--- config.mk ---
export PLATFORM = sky130hd
export DESIGN_NAME = gcc_back
export DESIGN_NICKNAME = d
export VERILOG_FILES = /design/src/rtl/gcc_pkg.sv /design/src/rtl/gcc_back.sv
export SDC_FILE = /design/constraint.sdc
export NUM_CORES = 2
export LEC_CHECK = 0
export BUFFER_PORTS_ARGS = -buffer_cell sky130_fd_sc_hd__buf_2
export CORE_MARGIN = 5
export CORE_UTILIZATION = 58
export DETAILED_ROUTE_END_ITERATION = 6
export HOLD_SLACK_MARGIN = 0.1
export PLACE_DENSITY = 0.79
export SYNTH_ARGS = -nofsm -noshare
export SYNTH_HDL_FRONTEND = slang
export SYNTH_SLANG_ARGS = --single-unit
export TNS_END_PERCENT = 5
--- constraint.sdc ---
create_clock -name clk -period 18.2 [get_ports clk]
set_input_delay 0.91 -clock clk [delete_from_list [all_inputs] [get_ports clk]]
set_output_delay 0.91 -clock clk [all_outputs]
set_load 0.005 [all_outputs]
--- src/rtl/gcc_pkg.sv ---
// Shared widths, stage counts and payload types of the gradient corner color block.
`default_nettype none
package gcc_pkg;

    localparam int DIR_WIDTH    = 16;
    localparam int FRAC_BITS    = 18;

    localparam int NORM_TOP     = 29;
    localparam int NORM_W       = NORM_TOP + 1;
    localparam int MAG_W        = (DIR_WIDTH > NORM_W) ? DIR_WIDTH : NORM_W;
    localparam int DEN_W        = MAG_W + 1;
    localparam int NUM_W        = DEN_W + 1;
    localparam int SUM_W        = NUM_W + 2;
    localparam int LEAD_W       = $clog2(DIR_WIDTH);

    localparam int SQR_W        = 2 * NORM_W;
    localparam int RAD_W        = SQR_W + 2;
    localparam int ROOT_W       = RAD_W / 2;
    localparam int SREM_W       = ROOT_W + 2;
    localparam int SQ_PER       = 2;
    localparam int SQ_STAGES    = (ROOT_W + SQ_PER - 1) / SQ_PER;

    localparam int Q_W          = FRAC_BITS + 1;
    localparam int DIV_PER      = 2;
    localparam int DIV_STAGES   = (FRAC_BITS + DIV_PER - 1) / DIV_PER;

    localparam int CH_W         = 16;
    localparam int DIFF_W       = CH_W + 1;
    localparam int P_W          = DIFF_W + Q_W + 1;
    localparam int ACC_W        = P_W + 1;

    localparam int FRONT_STAGES = 5 + SQ_STAGES;
    localparam int BACK_STAGES  = DIV_STAGES + 4;

    localparam logic [1:0] CORNER_FIRST = 2'd0;
    localparam logic [1:0] CORNER_LAST  = 2'd3;

    typedef struct packed {
        logic [7:0]           sr;
        logic [7:0]           sg;
        logic [7:0]           sb;
        logic [7:0]           sa;
        logic [7:0]           er;
        logic [7:0]           eg;
        logic [7:0]           eb;
        logic [7:0]           ea;
        logic [7:0]           op;
        logic [DIR_WIDTH-1:0] x;
        logic [DIR_WIDTH-1:0] y;
        logic                 comp;
    } req_t;

    typedef struct packed {
        logic [7:0]      sr;
        logic [7:0]      sg;
        logic [7:0]      sb;
        logic [7:0]      er;
        logic [7:0]      eg;
        logic [7:0]      eb;
        logic [CH_W-1:0] sa;
        logic [CH_W-1:0] ea;
    } color_t;

    typedef struct packed {
        color_t           col;
        logic             xneg;
        logic             yneg;
        logic             zero;
        logic [MAG_W-1:0] mx;
        logic [MAG_W-1:0] my;
        logic [DEN_W-1:0] den;
    } item_t;

    typedef struct packed {
        color_t           col;
        logic [1:0]       corner;
        logic             skip;
        logic             last;
        logic [NUM_W-1:0] num;
        logic [NUM_W-1:0] d;
    } cor_t;

endpackage
`default_nettype wire

--- src/rtl/gcc_back.sv ---
// Per-corner pipeline: weight division, color blend, alpha divide and output register.
`default_nettype none
module gcc_back import gcc_pkg::*;
(
    input  wire logic  clk,
    input  wire logic  rst_n,
    input  wire logic  cor_valid,
    output logic       cor_ready,
    input  wire cor_t  cor,
    output logic       out_valid,
    input  wire logic  out_ready,
    output logic [1:0] corner,
    output logic [7:0] out_red,
    output logic [7:0] out_green,
    output logic [7:0] out_blue,
    output logic [7:0] out_alpha,
    output logic       skipped,
    output logic       last
);

    typedef struct packed {
        color_t     col;
        logic [1:0] corner;
        logic       skip;
        logic       last;
    } tag_t;

    typedef struct packed {
        tag_t                 tag;
        logic                 full;
        logic [NUM_W-1:0]     d;
        logic [NUM_W-1:0]     r;
        logic [FRAC_BITS-1:0] q;
    } dv_t;

    localparam int M1 = DIV_STAGES + 1;
    localparam int M2 = DIV_STAGES + 2;
    localparam int MO = DIV_STAGES + 3;

    logic [BACK_STAGES-1:0] vld_reg;
    logic [BACK_STAGES-1:0] vld_in;
    logic [BACK_STAGES:0]   en;

    dv_t                 dv_reg [DIV_STAGES+1];
    dv_t                 dv0_next;
    tag_t                m1_tag_reg, m2_tag_reg;
    logic signed [P_W-1:0] pr_reg, pg_reg, pb_reg, pa_reg;
    logic [CH_W-1:0]     vr_reg, vg_reg, vb_reg, va_reg;
    logic [Q_W-1:0]      w_c;
    logic [CH_W:0]       adiv_c;

    logic [1:0]          corner_reg;
    logic [7:0]          red_reg, green_reg, blue_reg, alpha_reg;
    logic                skip_reg, last_reg;

    function automatic dv_t dv_step(dv_t a, int s);
        dv_t            r;
        logic [NUM_W:0] t;
        int             k;
        r = a;
        for (int j = 0; j < DIV_PER; j++)
        begin
            k = s * DIV_PER + j;
            if (k < FRAC_BITS)
            begin
                t = {r.r, 1'b0};
                if (t >= {1'b0, r.d})
                begin
                    r.r = NUM_W'(t - {1'b0, r.d});
                    r.q = {r.q[FRAC_BITS-2:0], 1'b1};
                end
                else
                begin
                    r.r = NUM_W'(t);
                    r.q = {r.q[FRAC_BITS-2:0], 1'b0};
                end
            end
        end
        return r;
    endfunction

    function automatic logic signed [P_W-1:0] blend_prod(logic [CH_W-1:0] s,
                                                         logic [CH_W-1:0] e,
                                                         logic [Q_W-1:0]  w);
        logic signed [DIFF_W-1:0] df;
        df = $signed({1'b0, s}) - $signed({1'b0, e});
        return df * $signed({1'b0, w});
    endfunction

    function automatic logic [CH_W-1:0] blend_sum(logic [CH_W-1:0] e,
                                                  logic signed [P_W-1:0] p);
        logic signed [ACC_W-1:0] acc;
        acc = $signed({{(ACC_W - CH_W - FRAC_BITS){1'b0}}, e, {FRAC_BITS{1'b0}}})
              + ACC_W'(p);
        return acc[FRAC_BITS +: CH_W];
    endfunction

    always_comb
    begin
        en[BACK_STAGES] = out_ready;
        for (int i = BACK_STAGES - 1; i >= 0; i--)
        begin
            en[i] = !vld_reg[i] || en[i+1];
        end
    end

    assign vld_in    = {vld_reg[BACK_STAGES-2:0], cor_valid};
    assign cor_ready = en[0];
    assign out_valid = vld_reg[BACK_STAGES-1];

    always_comb
    begin
        dv0_next.tag.col    = cor.col;
        dv0_next.tag.corner = cor.corner;
        dv0_next.tag.skip   = cor.skip;
        dv0_next.tag.last   = cor.last;
        dv0_next.full       = cor.num >= cor.d;
        dv0_next.d          = cor.d;
        dv0_next.r          = (cor.num >= cor.d) ? '0 : cor.num;
        dv0_next.q          = '0;
    end

    assign w_c    = dv_reg[DIV_STAGES].full ? {1'b1, {FRAC_BITS{1'b0}}}
                                            : {1'b0, dv_reg[DIV_STAGES].q};
    assign adiv_c = (CH_W + 1)'(va_reg) + (CH_W + 1)'(va_reg >> 8) + (CH_W + 1)'(1);

    always_ff @(posedge clk or negedge rst_n)
    begin
        if (!rst_n)
        begin
            vld_reg <= '0;
        end
        else
        begin
            for (int i = 0; i < BACK_STAGES; i++)
            begin
                if (en[i])
                begin
                    vld_reg[i] <= vld_in[i];
                end
            end
        end
    end

    always_ff @(posedge clk)
    begin
        if (en[0])
        begin
            dv_reg[0] <= dv0_next;
        end
        for (int s = 0; s < DIV_STAGES; s++)
        begin
            if (en[1+s])
            begin
                dv_reg[s+1] <= dv_step(dv_reg[s], s);
            end
        end
        if (en[M1])
        begin
            m1_tag_reg <= dv_reg[DIV_STAGES].tag;
            pr_reg <= blend_prod(CH_W'(dv_reg[DIV_STAGES].tag.col.sr),
                                 CH_W'(dv_reg[DIV_STAGES].tag.col.er), w_c);
            pg_reg <= blend_prod(CH_W'(dv_reg[DIV_STAGES].tag.col.sg),
                                 CH_W'(dv_reg[DIV_STAGES].tag.col.eg), w_c);
            pb_reg <= blend_prod(CH_W'(dv_reg[DIV_STAGES].tag.col.sb),
                                 CH_W'(dv_reg[DIV_STAGES].tag.col.eb), w_c);
            pa_reg <= blend_prod(dv_reg[DIV_STAGES].tag.col.sa,
                                 dv_reg[DIV_STAGES].tag.col.ea, w_c);
        end
        if (en[M2])
        begin
            m2_tag_reg <= m1_tag_reg;
            vr_reg <= blend_sum(CH_W'(m1_tag_reg.col.er), pr_reg);
            vg_reg <= blend_sum(CH_W'(m1_tag_reg.col.eg), pg_reg);
            vb_reg <= blend_sum(CH_W'(m1_tag_reg.col.eb), pb_reg);
            va_reg <= blend_sum(m1_tag_reg.col.ea, pa_reg);
        end
        if (en[MO])
        begin
            corner_reg <= m2_tag_reg.corner;
            skip_reg   <= m2_tag_reg.skip;
            last_reg   <= m2_tag_reg.last;
            red_reg    <= m2_tag_reg.skip ? 8'd0 : vr_reg[7:0];
            green_reg  <= m2_tag_reg.skip ? 8'd0 : vg_reg[7:0];
            blue_reg   <= m2_tag_reg.skip ? 8'd0 : vb_reg[7:0];
            alpha_reg  <= m2_tag_reg.skip ? 8'd0 : adiv_c[15:8];
        end
    end

    assign corner    = corner_reg;
    assign out_red   = red_reg;
    assign out_green = green_reg;
    assign out_blue  = blue_reg;
    assign out_alpha = alpha_reg;
    assign skipped   = skip_reg;
    assign last      = last_reg;

endmodule
`default_nettype wire

==> results.md <==
* Result of the run: completed
* Most frequent cells in the layout: edfxtp_1, inv_1, ha_1, nand2_1, nor2_1
* RSZ-0062 raised after global routing: no
* Worst EP arrival at 10.06 ns
* Element type at the critical path start: flop
* Top area cells in the synthesized netlist: edfxtp_1, fa_1, ha_1, inv_1, xnor2_1
* Net Count, Synth at about 12,000
* Synth top area share at 44.61%
* Crit share post-route at 52.05%
* Via density per instance at 5.961
* # nets final at 11,940
* Total global routing overflow at 0
* Period minus WS final at 9.473 ns
* Maximum number of pins on one net before global-route repair at 85
* Row cnt at 162
* Clock latency at the later pin of the worst-skew pair at 0.83 ns
* Max Clk Rate at ~110 MHz
* Count of filler cells inserted in the layout at approximately 14,000
* Proportion of register bits with asynchronous set or reset after synthesis at 0.7679%
* Count of input and output buffers at ~190
* Core Footprint at 194,400 µm²
* Share of layout cells above drive strength 1 at a little under a tenth
* Classification of the worst setup path: flop to flop
* Flip-flop count of the largest register, all copies and words added at 1,516
* Number of nets with antenna violations after routing at 0
* TritonCTS clock tree: done
* Family of cells with the greatest summed delay on the critical path: adder cells
* Post-CTS setup buffer count at 0
* Count of cells along the worst hold path at 1
* Number of detailed-routing iterations run before antenna repair at 6
* Class of the tightest hold or removal check: input port to flop
* Sequential share of the synthesized area at 44.89%
* Max capacitance violation total at 0
* Global route hottest layer: met2
* Weighted congestion reported at the end of routability-driven placement at 0.9507
* Library cell with the largest summed area after synthesis: edfxtp_1
* Half-perimeter wire length after detailed placement at 209.7 mm
* Clock Pin Slew Worst Setup and Hold Paths at 0.07 ns
* Final Hold Violating Endpoints at 0
* Flop and latch count out of synthesis at 1,693
* Floorplan die width at between 400 and 500 µm
* Avg WL per Cell at 21.89 µm
* Global-route track usage on met1 at 35.61%
* Max incr delay on CP at 0.51 ns
* Vias in the first global route at between 70,000 and 80,000
* Data required time of the critical path at 18.79 ns
* Slew at the pin closest to its max-slew limit at 1.129 ns
* Yosys warning count at 0
* Setup Total Neg Slack at 0 ns
* Count of different cell masters after synthesis at 100
* Num Clock Sinks at between 1,500 and 2,000
* WP buf/inv at 4
* Headroom to the max-slew limit at 24.17%
* Post-Synthesis Cell Area at 113,100 µm²
* Maximum level of the CTS H-tree at 4
* Endpoint type of the worst setup path: flop
* Count of instances resized after the clock tree is built at 0
* Routed vias at 76,810
* Master of the slowest instance on the critical path: nor3_1
* Count of flip-flops with a built-in enable after synthesis at 1,680
* Most frequent standard cell in the layout excluding fill and tap cells: edfxtp_1
* Initial cell density of the core at 58.18%
* Vertical die dimension at 451.6 µm
* First-pass GRT wire length at 441.3 mm
* Die Outline Area at 203,900 µm²
* Count of routing violations after the opening detailed-route iteration at around 6,800
* Total of endpoints with negative setup slack in the final report at 0
* Maximum count of clock buffers along a single path at 3
* Number of top-level pins at 190
* Dominant register cell in the synthesized netlist: edfxtp_1
* Inserted Clock Buffers at 167
* Met2 track utilization from global routing at 47.26%
* Area growth from synthesis to final layout at 8.679%
* WL final at between 200 and 300 mm
* Total DRC errors in the routed layout at 0
* Avg Cell Area, Syn at 11.34 µm²
* Final number of max-transition violations at 0
* Initial antenna violation count at 4
* Synthesized instance count at 9,975
* Max Clock Skew at 0.06168 ns
* Root buffer selected by CTS: clkbuf_16
* Worst R2R Path Depth at 31
* Total number of cells along the worst setup path at 31
* Overall routing resource usage at about 28%
* Number of buffers added to fix hold violations after cts at 1
* Global routing met3 resource utilization at 3.715%
* Crit path max fanout at 13
* Cell repeated most along the worst path: fa_1
[path summary, 6_finish.rpt]
path                           startpoint              to  slack (ns)
min                              cor[132]  dv_reg[0][151]        0.25
min in group asynchronous           rst_n      vld_reg[3]        0.58
min reg2reg                dv_reg[1][159]  dv_reg[2][159]        0.37
max in group asynchronous           rst_n      vld_reg[9]       17.34
max                         dv_reg[9][87]      pa_reg[33]        8.73
max reg2reg                 dv_reg[9][87]      pa_reg[33]        8.73
[through the flow]
step                      area (µm²)  cells  setup slack [ns]  hold WS (ns)  utilization (%)
after floorplan               113100   9975            0.5288        0.4003                -
after global routing          122900  12880             8.256        0.1920            63.23
after global placement        117300  12580             9.029        0.4003            60.32
final                         122900  12890             8.727        0.2544            63.23
after CTS                     122900  12880             8.900        0.1710            63.22
after detailed placement      117300  12580             8.877        0.4045            60.32
[cell families after synthesis]
kind of cell,after synthesis,share of synthesized area (%)
simple gates,2459,10.01
compound gates,1934,11.06
flops,1693,44.89
fa+ha+maj,1585,21.70
buf+inv,1429,4.868
xor+xnor,581,4.526
mux,294,2.943
[cell type report]
type                            count  area [µm²]  share of cell area, %
Clock inverter                    108        1304                  1.061
Antenna cell                        5       12.51                0.01018
Clock buffer                      196        4330                  3.523
Tap cell                         2542        3181                  2.588
Multi-Input combinational cell   6853       57030                  46.40
Sequential cell                  1693       50770                  41.31
Inverter                         1183        4456                  3.625
Timing Repair Buffer              306        1827                  1.486
[worst register-to-register path: cells and delay by family (launching register included)]
kind                     cells  cell delay [ns]
flip-flops                   1             0.43
AO/OA/AOI/OAI               12             3.08
buffers and inverters        4             0.49
AND/OR/NAND/NOR              5             1.24
adder cells (fa/ha/maj)      9             3.82
XOR/XNOR                     1             0.17
[layer usage]
layer	vias up	wire length (µm)
li1	35490	-
met1	37640	112600
met2	2980	138400
met3	700	18180
met4	0	12860
met5	-	0
[synthesized netlist by cell type (15+ instances only)]
cell type / instances
a211o_1: 24
a211oi_1: 62
a21boi_0: 27
a21o_1: 333
a21oi_1: 611
a221oi_1: 15
a311oi_1: 15
a31o_2: 16
a31oi_1: 47
and2_1: 99
and3_1: 63
buf_2: 32
clkbuf_1: 185
edfxtp_1: 1680
fa_1: 627
ha_1: 958
inv_1: 1180
mux2_2: 254
mux2i_1: 19
nand2_1: 866
nand2b_1: 133
nand3_1: 111
nand4_1: 92
nor2_1: 709
nor2b_1: 116
nor3_1: 103
nor4_1: 16
o2111ai_1: 15
o211ai_1: 30
o21a_1: 97
o21ai_0: 346
o21bai_1: 86
o31ai_1: 29
or2_2: 50
or3_1: 40
xnor2_1: 416
xor2_1: 163
Power is left out: the tool's default activity adds up to more than one toggle a clock period on the data nets, which glitch-free logic cannot reach.
