File: src/rtl/gcc_pkg.sv
// Shared widths, stage counts and payload types of the gradient corner color block.
`default_nettype none
package gcc_pkg;

    localparam int DIR_WIDTH    = 16;
    localparam int FRAC_BITS    = 18;

    localparam int NORM_TOP     = 29;
    localparam int NORM_W       = NORM_TOP + 1;
    localparam int MAG_W        = (DIR_WIDTH > NORM_W) ? DIR_WIDTH : NORM_W;
    localparam int DEN_W        = MAG_W + 1;
    localparam int NUM_W        = DEN_W + 1;
    localparam int SUM_W        = NUM_W + 2;
    localparam int LEAD_W       = $clog2(DIR_WIDTH);

    localparam int SQR_W        = 2 * NORM_W;
    localparam int RAD_W        = SQR_W + 2;
    localparam int ROOT_W       = RAD_W / 2;
    localparam int SREM_W       = ROOT_W + 2;
    localparam int SQ_PER       = 2;
    localparam int SQ_STAGES    = (ROOT_W + SQ_PER - 1) / SQ_PER;

    localparam int Q_W          = FRAC_BITS + 1;
    localparam int DIV_PER      = 2;
    localparam int DIV_STAGES   = (FRAC_BITS + DIV_PER - 1) / DIV_PER;

    localparam int CH_W         = 16;
    localparam int DIFF_W       = CH_W + 1;
    localparam int P_W          = DIFF_W + Q_W + 1;
    localparam int ACC_W        = P_W + 1;

    localparam int FRONT_STAGES = 5 + SQ_STAGES;
    localparam int BACK_STAGES  = DIV_STAGES + 4;

    localparam logic [1:0] CORNER_FIRST = 2'd0;
    localparam logic [1:0] CORNER_LAST  = 2'd3;

    typedef struct packed {
        logic [7:0]           sr;
        logic [7:0]           sg;
        logic [7:0]           sb;
        logic [7:0]           sa;
        logic [7:0]           er;
        logic [7:0]           eg;
        logic [7:0]           eb;
        logic [7:0]           ea;
        logic [7:0]           op;
        logic [DIR_WIDTH-1:0] x;
        logic [DIR_WIDTH-1:0] y;
        logic                 comp;
    } req_t;

    typedef struct packed {
        logic [7:0]      sr;
        logic [7:0]      sg;
        logic [7:0]      sb;
        logic [7:0]      er;
        logic [7:0]      eg;
        logic [7:0]      eb;
        logic [CH_W-1:0] sa;
        logic [CH_W-1:0] ea;
    } color_t;

    typedef struct packed {
        color_t           col;
        logic             xneg;
        logic             yneg;
        logic             zero;
        logic [MAG_W-1:0] mx;
        logic [MAG_W-1:0] my;
        logic [DEN_W-1:0] den;
    } item_t;

    typedef struct packed {
        color_t           col;
        logic [1:0]       corner;
        logic             skip;
        logic             last;
        logic [NUM_W-1:0] num;
        logic [NUM_W-1:0] d;
    } cor_t;

endpackage
`default_nettype wire

File: src/rtl/gcc_expand.sv
// Corner sequencer: holds one request and issues its corner items with clamped numerators.
`default_nettype none
module gcc_expand import gcc_pkg::*;
(
    input  wire logic  clk,
    input  wire logic  rst_n,
    input  wire logic  item_valid,
    output logic       item_ready,
    input  wire item_t item,
    output logic       cor_valid,
    input  wire logic  cor_ready,
    output cor_t       cor
);

    item_t      it_reg;
    logic       hv_reg;
    logic [1:0] k_reg;
    logic       last_c;

    logic signed [SUM_W-1:0] tx, ty, sum, top;

    assign last_c     = it_reg.zero || (k_reg == CORNER_LAST);
    assign item_ready = !hv_reg || (cor_ready && last_c);
    assign cor_valid  = hv_reg;

    always_comb
    begin
        tx  = (k_reg[0] ^ it_reg.xneg) ? -$signed(SUM_W'(it_reg.mx)) : $signed(SUM_W'(it_reg.mx));
        ty  = (k_reg[1] ^ it_reg.yneg) ? -$signed(SUM_W'(it_reg.my)) : $signed(SUM_W'(it_reg.my));
        top = $signed(SUM_W'({it_reg.den, 1'b0}));
        sum = $signed(SUM_W'(it_reg.den)) + tx + ty;
        if (sum < 0)
        begin
            sum = '0;
        end
        else if (sum > top)
        begin
            sum = top;
        end
        cor.col    = it_reg.col;
        cor.corner = it_reg.zero ? CORNER_FIRST : k_reg;
        cor.skip   = it_reg.zero;
        cor.last   = last_c;
        cor.num    = NUM_W'(sum);
        cor.d      = {it_reg.den, 1'b0};
    end

    always_ff @(posedge clk or negedge rst_n)
    begin
        if (!rst_n)
        begin
            hv_reg <= 1'b0;
            k_reg  <= CORNER_FIRST;
        end
        else if (item_valid && item_ready)
        begin
            hv_reg <= 1'b1;
            k_reg  <= CORNER_FIRST;
        end
        else if (hv_reg && cor_ready)
        begin
            if (last_c)
            begin
                hv_reg <= 1'b0;
            end
            else
            begin
                k_reg <= k_reg + 2'd1;
            end
        end
    end

    always_ff @(posedge clk)
    begin
        if (item_valid && item_ready)
        begin
            it_reg <= item;
        end
    end

endmodule
`default_nettype wire

File: config.mk
export PLATFORM = sky130hd
export DESIGN_NAME = gcc_expand
export DESIGN_NICKNAME = d
export VERILOG_FILES = /design/src/rtl/gcc_pkg.sv /design/src/rtl/gcc_expand.sv
export SDC_FILE = /design/constraint.sdc
export NUM_CORES = 1
export LEC_CHECK = 0
export BUFFER_PORTS_ARGS = -buffer_cell sky130_fd_sc_hd__clkbuf_2
export CORE_MARGIN = 1.5
export CORE_UTILIZATION = 40
export CTS_CLUSTER_SIZE = 24
export DETAILED_ROUTE_END_ITERATION = 16
export PLACE_DENSITY = 0.73
export SYNTH_ARGS = -nofsm -noshare
export SYNTH_HDL_FRONTEND = slang
export SYNTH_SLANG_ARGS = --single-unit
File: constraint.sdc
create_clock -name clk -period 15 [get_ports clk]
set_input_delay 2.25 -clock clk [delete_from_list [all_inputs] [get_ports clk]]
set_output_delay 2.25 -clock clk [all_outputs]
set_load 0.02 [all_outputs]
==> impl_metrics.yaml, run 1 <==
route:
  detailroute.wirelength.met3_mm: 1.96
  detail_route.wirelength_mm: 30.6
  routed_via_density: 5.00
  top_layer: "met4"
  ant_nets: 0
  drc_violations_left: 0
  route.met2.wl_mm: 15.9
  dr.first_iter.drc_count: 508
  detailroute.via_count: 8370
  wirelength_met1_mm: 12.1
  number_of_detailed_route_iterations_in_the_first_pass: 7
  wire_per_inst_um: 18.3
sta:
  clock_skew_ns: 0.0127
  worst_slew_margin_rel_pct: 31.7
  setup_viol: 0
  post-route-period-util_pct: 74.2
  final_period_minus_worst_setup_slack_ns: 11.13
  layout_setup_ws_ns: 3.87
  rsz0062_at_grt: "false"
  report.final.hold_viol_count: 0
  achievable_clock_frequency_mhz: 89.9
  tns_ns: 0
  slew_viol_final: 0
  worst_pin_slew_ns: 1.02
cts:
  cts_hold_repair.buffers: 0
  post-cts-setup-buffers: 0
  clk_path_buf_depth: 2
  worst_skew_pair.late_latency_ns: 0.44
  ctsRootBufferMaster: "sky130_fd_sc_hd__clkbuf_16"
  cts_made_buffers: 17
  cts_tree: "done"
  ctsResizeCount: 0
  numClockSinks: 177
  clock_tree.htree_level_count: 4
  path_clk_slew_ns: 0.07
critical_path:
  reg2reg_slack_ns: 11.32
  timing.critical_path.to_type: "output port"
  criticalPathCategory: "register to output port"
  worst_path_dominant_cell_family: "simple AND/OR/NAND/NOR gates"
  timing.critical_path.arrival_ns: 8.88
  required_ns: 12.75
  timing.critical_path.depth: 28
  slowest_stage: "sky130_fd_sc_hd__mux2_2"
  critical-path-max-stage-delay_ns: 0.67
  critPathLaunchType: "register"
  worstRegToRegCells: 8
  critical_path_buf_inv_count: 2
  worst-path-max-fanout: 31
global_route:
  antenna_violations_before_repair: 2
  global_route.overflow_total: 0
  grt_max_degree: 75
  wire_length_of_the_first_global_routing_pass_mm: 47.0
  grt_pass1_vias: 8694
  globalRouteTotalUtil_pct: 20.8
yosys:
  yosys_warnings: 0
  async_reset_ff_share_pct: 1.69
  syn-mean-instance-area_um2: 11.0
  syn-instance-count: 1056
  yosysSeqAreaShare_pct: 45.6
  ys_ff_latch: 177
  synth_edf_count: 174
  synth.lib_cells_used.distinct: 67
  yosys_most_used_dff: "sky130_fd_sc_hd__edfxtp_1"
  mappedNetlistArea_um2: 11600
  mappedNetlistNets: 1334
finish:
  nFillCells: 2690
  post_route_cells_drive_above_1_share_pct: 32.4
  seqCellArea_um2: 5300
  finish.net_count: 1554
  most-common-layout-cells: "sky130_fd_sc_hd__clkbuf_2 (326), sky130_fd_sc_hd__edfxtp_1 (174), sky130_fd_sc_hd__inv_1 (113), sky130_fd_sc_hd__nand2_1 (86), sky130_fd_sc_hd__a21oi_1 (71)"
  mostFrequentLayoutCell: "sky130_fd_sc_hd__clkbuf_2"
  number_of_flip_flops_under_the_largest_register_name: 112
  synthToLayoutAreaGrowth_pct: 16.0
  multiInputGateArea_um2: 4960
placed_design:
  place_worst_setup_slack_ns: 4.48
  dp.final_hpwl_mm: 24.7
  placement.io_buffers: 326
  gp_congestion: 0.916
floorplanning:
  fp.dieArea_um2: 30100
  coreArea_um2: 28600
  std_cell_rows: 62
  die_w_um: 173
  die_h_um: 173
  initial_utilization_pct: 40.6
  design.portCount: 328
outcome:
  run_status: "finished clean"
min_path:
  hold-path-cell-count: 1
  worst_hold_path_type: "register to register"
job:
  max_cap_viol_count: 0
==> synthesized netlist by cell type, drive strengths merged, types with 4 or more instances <==
cell	n	area, um2
o21a	6	45.0
a211oi	8	70.1
nand3	10	50.1
nor4	8	86.3
o21ai	26	130
ha	68	851
nor2b	4	25.0
nor2	51	199
o31ai	11	82.6
nor3b	4	30.0
inv	113	424
a31oi	6	37.5
clkbuf	8	30.0
xor2	34	305
xnor2	57	518
or4	5	45.0
fa	32	641
nand2	86	323
a2111oi	5	50.0
nand4	11	68.8
edfxtp	174	5230
buf	124	928
nor3	20	110
mux2i	7	70.1
o41ai	7	61.3
a21oi	98	592
or3	10	82.6
and2	6	37.5
o211ai	7	52.6
a21o	7	52.6
nand2b	4	25.0
==> final cells by class <==
type | count | area share [%]
Inverter | 113 | 3.15
Sequential cell | 177 | 39.3
Timing Repair Buffer | 333 | 12.5
Tap cell | 384 | 3.56
Multi-Input combinational cell | 634 | 36.8
Clock buffer | 18 | 3.18
Clock inverter | 14 | 1.47
Antenna cell | 2 | 0.0371
==> cells by family (layout without fill, tap and decap cells) <==
family	after synthesis	count (layout)	synth area share, %
compound gates	200	200	11.5
xor+xnor	91	91	7.08
fa+ha+maj	100	100	12.8
buf+inv	245	478	11.9
flops	177	177	45.6
mux	9	9	0.797
other cells	1	3	0.0323
simple gates	233	233	10.2
==> stage by stage <==
step           util (%)  instances  area, um2  hold WS, ns
5_1_grt            47.1       1675      13500        0.642
4_1_cts            47.1       1673      13500        0.602
3_5_place_dp       44.9       1641      12900        0.584
3_3_place_gp       44.9       1641      12900        0.565
6_report           47.1       1675      13500        0.603
2_1_floorplan         -       1056      11600        0.580
==> final timing paths <==
check                           start         end
setup / recovery           it_reg[34]     cor[58]
hold reg to reg             cor_valid    k_reg[1]
setup reg to reg             k_reg[0]  it_reg[49]
hold / removal              cor_valid    k_reg[1]
max in group asynchronous       rst_n    k_reg[1]
min in group asynchronous       rst_n   cor_valid
==> metal layers <==
layer | vias to the layer above | global-route usage [%]
met5 | - | 0
met4 | 0 | 8.48
met3 | 36 | 5.00
met2 | 320 | 37.3
met1 | 3977 | 23.8
li1 | 4037 | -
Power of run 1 is not shown: default switching activity piles up to over one toggle a cycle in this logic, so the estimate is an artifact.
==> run 2: changes to the inputs <==
--- a/config.mk
+++ b/config.mk
@@ -10,7 +10,7 @@
 export CORE_UTILIZATION = 40
 export CTS_CLUSTER_SIZE = 24
 export DETAILED_ROUTE_END_ITERATION = 16
-export PLACE_DENSITY = 0.73
+export PLACE_DENSITY = 0.75
 export SYNTH_ARGS = -nofsm -noshare
 export SYNTH_HDL_FRONTEND = slang
 export SYNTH_SLANG_ARGS = --single-unit
==> constraint.sdc (replaced) <==
create_clock -name clk -period 9.5 [get_ports clk]
set_input_delay 1.425 -clock clk [delete_from_list [all_inputs] [get_ports clk]]
set_output_delay 1.425 -clock clk [all_outputs]
set_load 0.02 [all_outputs]
==> run 2 against run 1 <==
Against the previous run:
- via count up 2.1%
- first-iteration DRC count down 18%
- flip-flop and latch count stayed put
- clock skew is 0.0011 ns higher
- critical path depth up 3
- utilization grew 1.4 points
- critical path type unchanged
- highest routed layer unchanged
==> impl_metrics.yaml, run 2 (synthesis gave the netlist of run 1 again) <==
outcome:
  run_status: "finished clean"
cts:
  clock_tree.htree_level_count: 4
  cts_hold_repair.buffers: 0
  path_clk_slew_ns: 0.07
  worst_skew_pair.late_latency_ns: 0.45
  cts_tree: "done"
  clk_path_buf_depth: 2
  numClockSinks: 177
  cts_made_buffers: 17
  ctsRootBufferMaster: "sky130_fd_sc_hd__clkbuf_16"
sta:
  clock_skew_ns: 0.0138
  achievable_clock_frequency_mhz: 110
  layout_setup_ws_ns: 0.369
  slew_viol_final: 0
  worst_pin_slew_ns: 0.982
  worst_slew_margin_rel_pct: 34.5
  final_period_minus_worst_setup_slack_ns: 9.13
  post-route-period-util_pct: 96.1
  holdWs_ns: 0.595
  report.final.hold_viol_count: 0
  setup_viol: 0
floorplanning:
  fp.dieArea_um2: 30100
  die_w_um: 173
  coreArea_um2: 28600
  std_cell_rows: 62
  design.portCount: 328
  initial_utilization_pct: 40.6
  die_h_um: 173
placed_design:
  placement.io_buffers: 326
  gp_congestion: 0.903
  place_worst_setup_slack_ns: 0.302
  dp.final_hpwl_mm: 24.8
global_route:
  grt_max_degree: 80
  antenna_violations_before_repair: 1
  grt_pass1_vias: 8734
  wire_length_of_the_first_global_routing_pass_mm: 46.4
  global_route.overflow_total: 0
  globalRouteTotalUtil_pct: 20.4
finish:
  mostFrequentLayoutCell: "sky130_fd_sc_hd__clkbuf_2"
  number_of_flip_flops_under_the_largest_register_name: 112
  seqCellArea_um2: 5300
  finish.net_count: 1585
  most-common-layout-cells: "sky130_fd_sc_hd__clkbuf_2 (326), sky130_fd_sc_hd__edfxtp_1 (174), sky130_fd_sc_hd__inv_1 (113), sky130_fd_sc_hd__nand2_1 (85), sky130_fd_sc_hd__a21oi_1 (67)"
  multiInputGateArea_um2: 5150
  nFillCells: 2638
  synthToLayoutAreaGrowth_pct: 19.5
  post_route_cells_drive_above_1_share_pct: 36.2
critical_path:
  rr_endpoint: "cor[131]"
  timing.critical_path.arrival_ns: 7.71
  slowest_stage: "sky130_fd_sc_hd__or4b_2"
  worst-path-max-fanout: 8
  critPathLaunchType: "register"
  worstRegToRegCells: 7
  worst_path_dominant_cell_family: "simple AND/OR/NAND/NOR gates"
  required_ns: 8.08
  worstReg2RegStart: "k_reg[0]"
  worstSetupStartpoint: "it_reg[66]"
  critical-path-max-stage-delay_ns: 0.60
  criticalPathCategory: "register to output port"
  timing.critical_path.to_type: "output port"
  reg2reg_slack_ns: 6.74
  critical_path_buf_inv_count: 5
  timing.critical_path.depth: 31
min_path:
  hp-start: "cor_valid"
  worst_hold_path.endpoint: "k_reg[1]"
  worst_hold_path_type: "register to register"
  hold-path-cell-count: 1
route:
  ant_nets: 0
  detailroute.via_count: 8543
  dr.first_iter.drc_count: 419
  routed_via_density: 5.01
  detail_route.wirelength_mm: 30.9
  number_of_detailed_route_iterations_in_the_first_pass: 4
  wire_per_inst_um: 18.1
  drc_violations_left: 0
job:
  max_cap_viol_count: 0
run 2: cell count changes in the layout (fill, tap and decap cells not counted), sizes merged:
cell | previous run | this run
clkbuf | 344 | 345
buf | 7 | 38
clkinv | 3 | 4
diode | 2 | 1
bufinv | 4 | 0
inv | 119 | 121
run 2: how the worst max path moves through the flow:
stage	endpoint	slack, ns
5_1_grt	cor[62]	-0.02
3_5_place_dp	cor[37]	0.30
3_3_place_gp	cor[62]	0.45
2_1_floorplan	cor[35]	1.14
6_report	cor[62]	0.37
4_1_cts	cor[62]	0.02
run 2: per-layer routing:
metal  GRT usage [%]  vias up  part of all wire (%)
met3            4.85       50                   7.0
met2            37.2      326                    52
li1                -     4096                     -
met5               0        -                     0
met1            23.4     4071                    38
met4            6.96        0                   2.8
run 2: stage by stage:
stage	instance area, um2	TNS [ns]	utilization, %	cells
floorplan	11600	0	-	1056
global placement	13000	0	45.3	1654
detailed placement	13000	0	45.3	1654
CTS	13600	0	47.6	1689
global route	13900	-0.0179	48.5	1705
finish	13900	0	48.5	1705
run 2: layout make-up:
| class | count | area share, % |
|---|---|---|
| Antenna cell | 1 | 0.0180 |
| Clock buffer | 19 | 3.12 |
| Clock inverter | 13 | 1.01 |
| Inverter | 113 | 3.05 |
| Multi-Input combinational cell | 634 | 37.1 |
| Sequential cell | 177 | 38.2 |
| Tap cell | 384 | 3.46 |
| Timing Repair Buffer | 364 | 14.1 |
run 2: timing repair:
| item | 4_1_cts | 5_1_grt |
|---|---|---|
| resized for setup | 8 | 36 |
| pin swaps | 1 | 15 |
| buffers inserted | 3 | 15 |
| setup endpoints to repair | 31 | 32 |
Power of run 2 is left out for the same reason.
==> run 3: changes to the inputs <==
--- a/config.mk
+++ b/config.mk
@@ -7,10 +7,10 @@
 export LEC_CHECK = 0
 export BUFFER_PORTS_ARGS = -buffer_cell sky130_fd_sc_hd__clkbuf_2
 export CORE_MARGIN = 1.5
-export CORE_UTILIZATION = 40
+export CORE_UTILIZATION = 48
 export CTS_CLUSTER_SIZE = 24
 export DETAILED_ROUTE_END_ITERATION = 16
-export PLACE_DENSITY = 0.75
+export PLACE_DENSITY = 0.86
 export SYNTH_ARGS = -nofsm -noshare
 export SYNTH_HDL_FRONTEND = slang
 export SYNTH_SLANG_ARGS = --single-unit
==> run 3 against run 2 <==
Against the previous run:
- count of clock-buffer cells in the layout is 1 lower
- cell count decreased by 4.6%
- flip-flop and latch count unchanged
- fmax up 0.73%
- clock skew grew 0.0064 ns
- critical path type unchanged
- sequential share of layout area grew 0.74 points
- first-iteration DRC count increased by 34%
- non-clock buffer count down 14
- design area down 1.9%
- largest cell class unchanged
- setup slack improved by 0.066 ns
- global-route usage up 3.3 points
==> impl_metrics.yaml, run 3 (synthesis gave the netlist of run 1 again) <==
floorplanning:
  initial_utilization_pct: 49.2
  die_h_um: 159
  design.portCount: 328
  coreArea_um2: 23600
  fp.dieArea_um2: 25200
  std_cell_rows: 56
  die_w_um: 159
placed_design:
  placed_cells_incl_taps: 1589
  gp_congestion: 0.944
  placement.io_buffers: 326
  dp.final_hpwl_mm: 23.9
route:
  dr.first_iter.drc_count: 561
  wire_per_inst_um: 18.4
  number_of_detailed_route_iterations_in_the_first_pass: 5
  detailroute.via_count: 8448
  ant_nets: 0
  drc_violations_left: 0
  detail_route.wirelength_mm: 29.9
  routed_via_density: 5.20
critical_path:
  worst-path-max-fanout: 10
  worstRegToRegCells: 8
  timing.critical_path.to_type: "output port"
  critical-path-max-stage-delay_ns: 0.58
  critPathLaunchType: "register"
  worstReg2RegStart: "k_reg[0]"
  path_common_cell: "sky130_fd_sc_hd__a21oi_1"
  rr_endpoint: "cor[23]"
  timing.critical_path.arrival_ns: 7.64
  reg2reg_slack_ns: 5.96
  required_ns: 8.08
  criticalPathCategory: "register to output port"
  slowest_stage: "sky130_fd_sc_hd__or4b_2"
sta:
  post-route-period-util_pct: 95.4
  achievable_clock_frequency_mhz: 110
  report.final.hold_viol_count: 0
  worst_slew_margin_rel_pct: 35.4
  worst_pin_slew_ns: 0.969
  setup_viol: 0
  slew_viol_final: 0
  final_period_minus_worst_setup_slack_ns: 9.07
  clock_skew_ns: 0.0202
cts:
  clk_path_buf_depth: 2
  ctsRootBufferMaster: "sky130_fd_sc_hd__clkbuf_16"
  worst_skew_pair.late_latency_ns: 0.44
  cts_tree: "done"
  cts_hold_repair.buffers: 0
  cts_made_buffers: 17
  numClockSinks: 177
  path_clk_slew_ns: 0.09
  clock_tree.htree_level_count: 4
global_route:
  globalRouteTotalUtil_pct: 23.8
  grt_max_degree: 76
  wire_length_of_the_first_global_routing_pass_mm: 44.3
  antenna_violations_before_repair: 1
  grt_pass1_vias: 8515
  global_route.overflow_total: 0
finish:
  number_of_flip_flops_under_the_largest_register_name: 112
  synthToLayoutAreaGrowth_pct: 17.2
  multiInputGateArea_um2: 5080
  layout.cells.non_filler: 1626
  seqCellArea_um2: 5300
  most-common-layout-cells: "sky130_fd_sc_hd__clkbuf_2 (325), sky130_fd_sc_hd__edfxtp_1 (174), sky130_fd_sc_hd__inv_1 (113), sky130_fd_sc_hd__nand2_1 (86), sky130_fd_sc_hd__a21oi_1 (68)"
  finish.net_count: 1571
  nFillCells: 2014
  post_route_cells_drive_above_1_share_pct: 34.8
  mostFrequentLayoutCell: "sky130_fd_sc_hd__clkbuf_2"
min_path:
  hold-path-cell-count: 1
  worst_hold_path.endpoint: "k_reg[1]"
  hp-start: "cor_valid"
  worst_hold_path_type: "register to register"
outcome:
  run_status: "finished clean"
job:
  max_cap_viol_count: 0
run 3: stage by stage:
stage                     instance area (um2)  setup WS (ns)  hold WS [ns]  TNS, ns  utilization (%)
after floorplan                         11600           1.14         0.580        0                -
after global placement                  12900          0.503         0.569        0             54.6
after detailed placement                12900          0.285         0.573        0             54.6
after CTS                               13500         0.0961         0.594        0             57.1
after global routing                    13600        -0.0282         0.630  -0.0578             57.7
final                                   13600          0.434         0.594        0             57.7
run 3: final cells by class:
cell class                      instances  area share, %
Multi-Input combinational cell        634           37.3
Tap cell                              319           2.93
Timing Repair Buffer                  350           13.4
Clock inverter                         14           1.18
Sequential cell                       177           38.9
Antenna cell                            1         0.0184
Inverter                              113           3.11
Clock buffer                           18           3.15
run 3: worst max path at each step:
| stage | startpoint | to | slack, ns | depth (start not counted) |
|---|---|---|---|---|
| after detailed placement | it_reg[64] | cor[58] | 0.28 | 28 |
| after floorplan | it_reg[64] | cor[35] | 1.14 | 29 |
| final | it_reg[66] | cor[44] | 0.43 | 31 |
| after global routing | it_reg[63] | cor[44] | -0.03 | 29 |
| after global placement | it_reg[64] | cor[35] | 0.50 | 28 |
| after CTS | it_reg[64] | cor[59] | 0.1 | 30 |
run 3: worst max-delay path: cells and delay by family, from the launching register on:
family | cells | cell delay, ns
AND/OR/NAND/NOR | 13 | 3.38
XOR/XNOR | 1 | 0.15
AO/OA/AOI/OAI | 8 | 1.24
multiplexers | 1 | 0.23
buffers and inverters | 5 | 0.73
flip-flops | 1 | 0.40
adder cells (fa/ha/maj) | 3 | 1.06
run 3: layer usage:
metal | wire (um) | track usage, % | vias to the layer above
li1 | - | - | 4067
met2 | 15600 | 43.1 | 314
met3 | 2340 | 6.04 | 46
met4 | 757 | 9.26 | 0
met1 | 11300 | 26.6 | 4021
met5 | 0 | 0 | -
run 3: what timing repair did:
item | in CTS | in global routing
resized for setup | 4 | 26
setup buffers | 0 | 4
setup endpoints to repair | 32 | 32
pin swaps | 0 | 9
Power of run 3 is left out for the same reason.
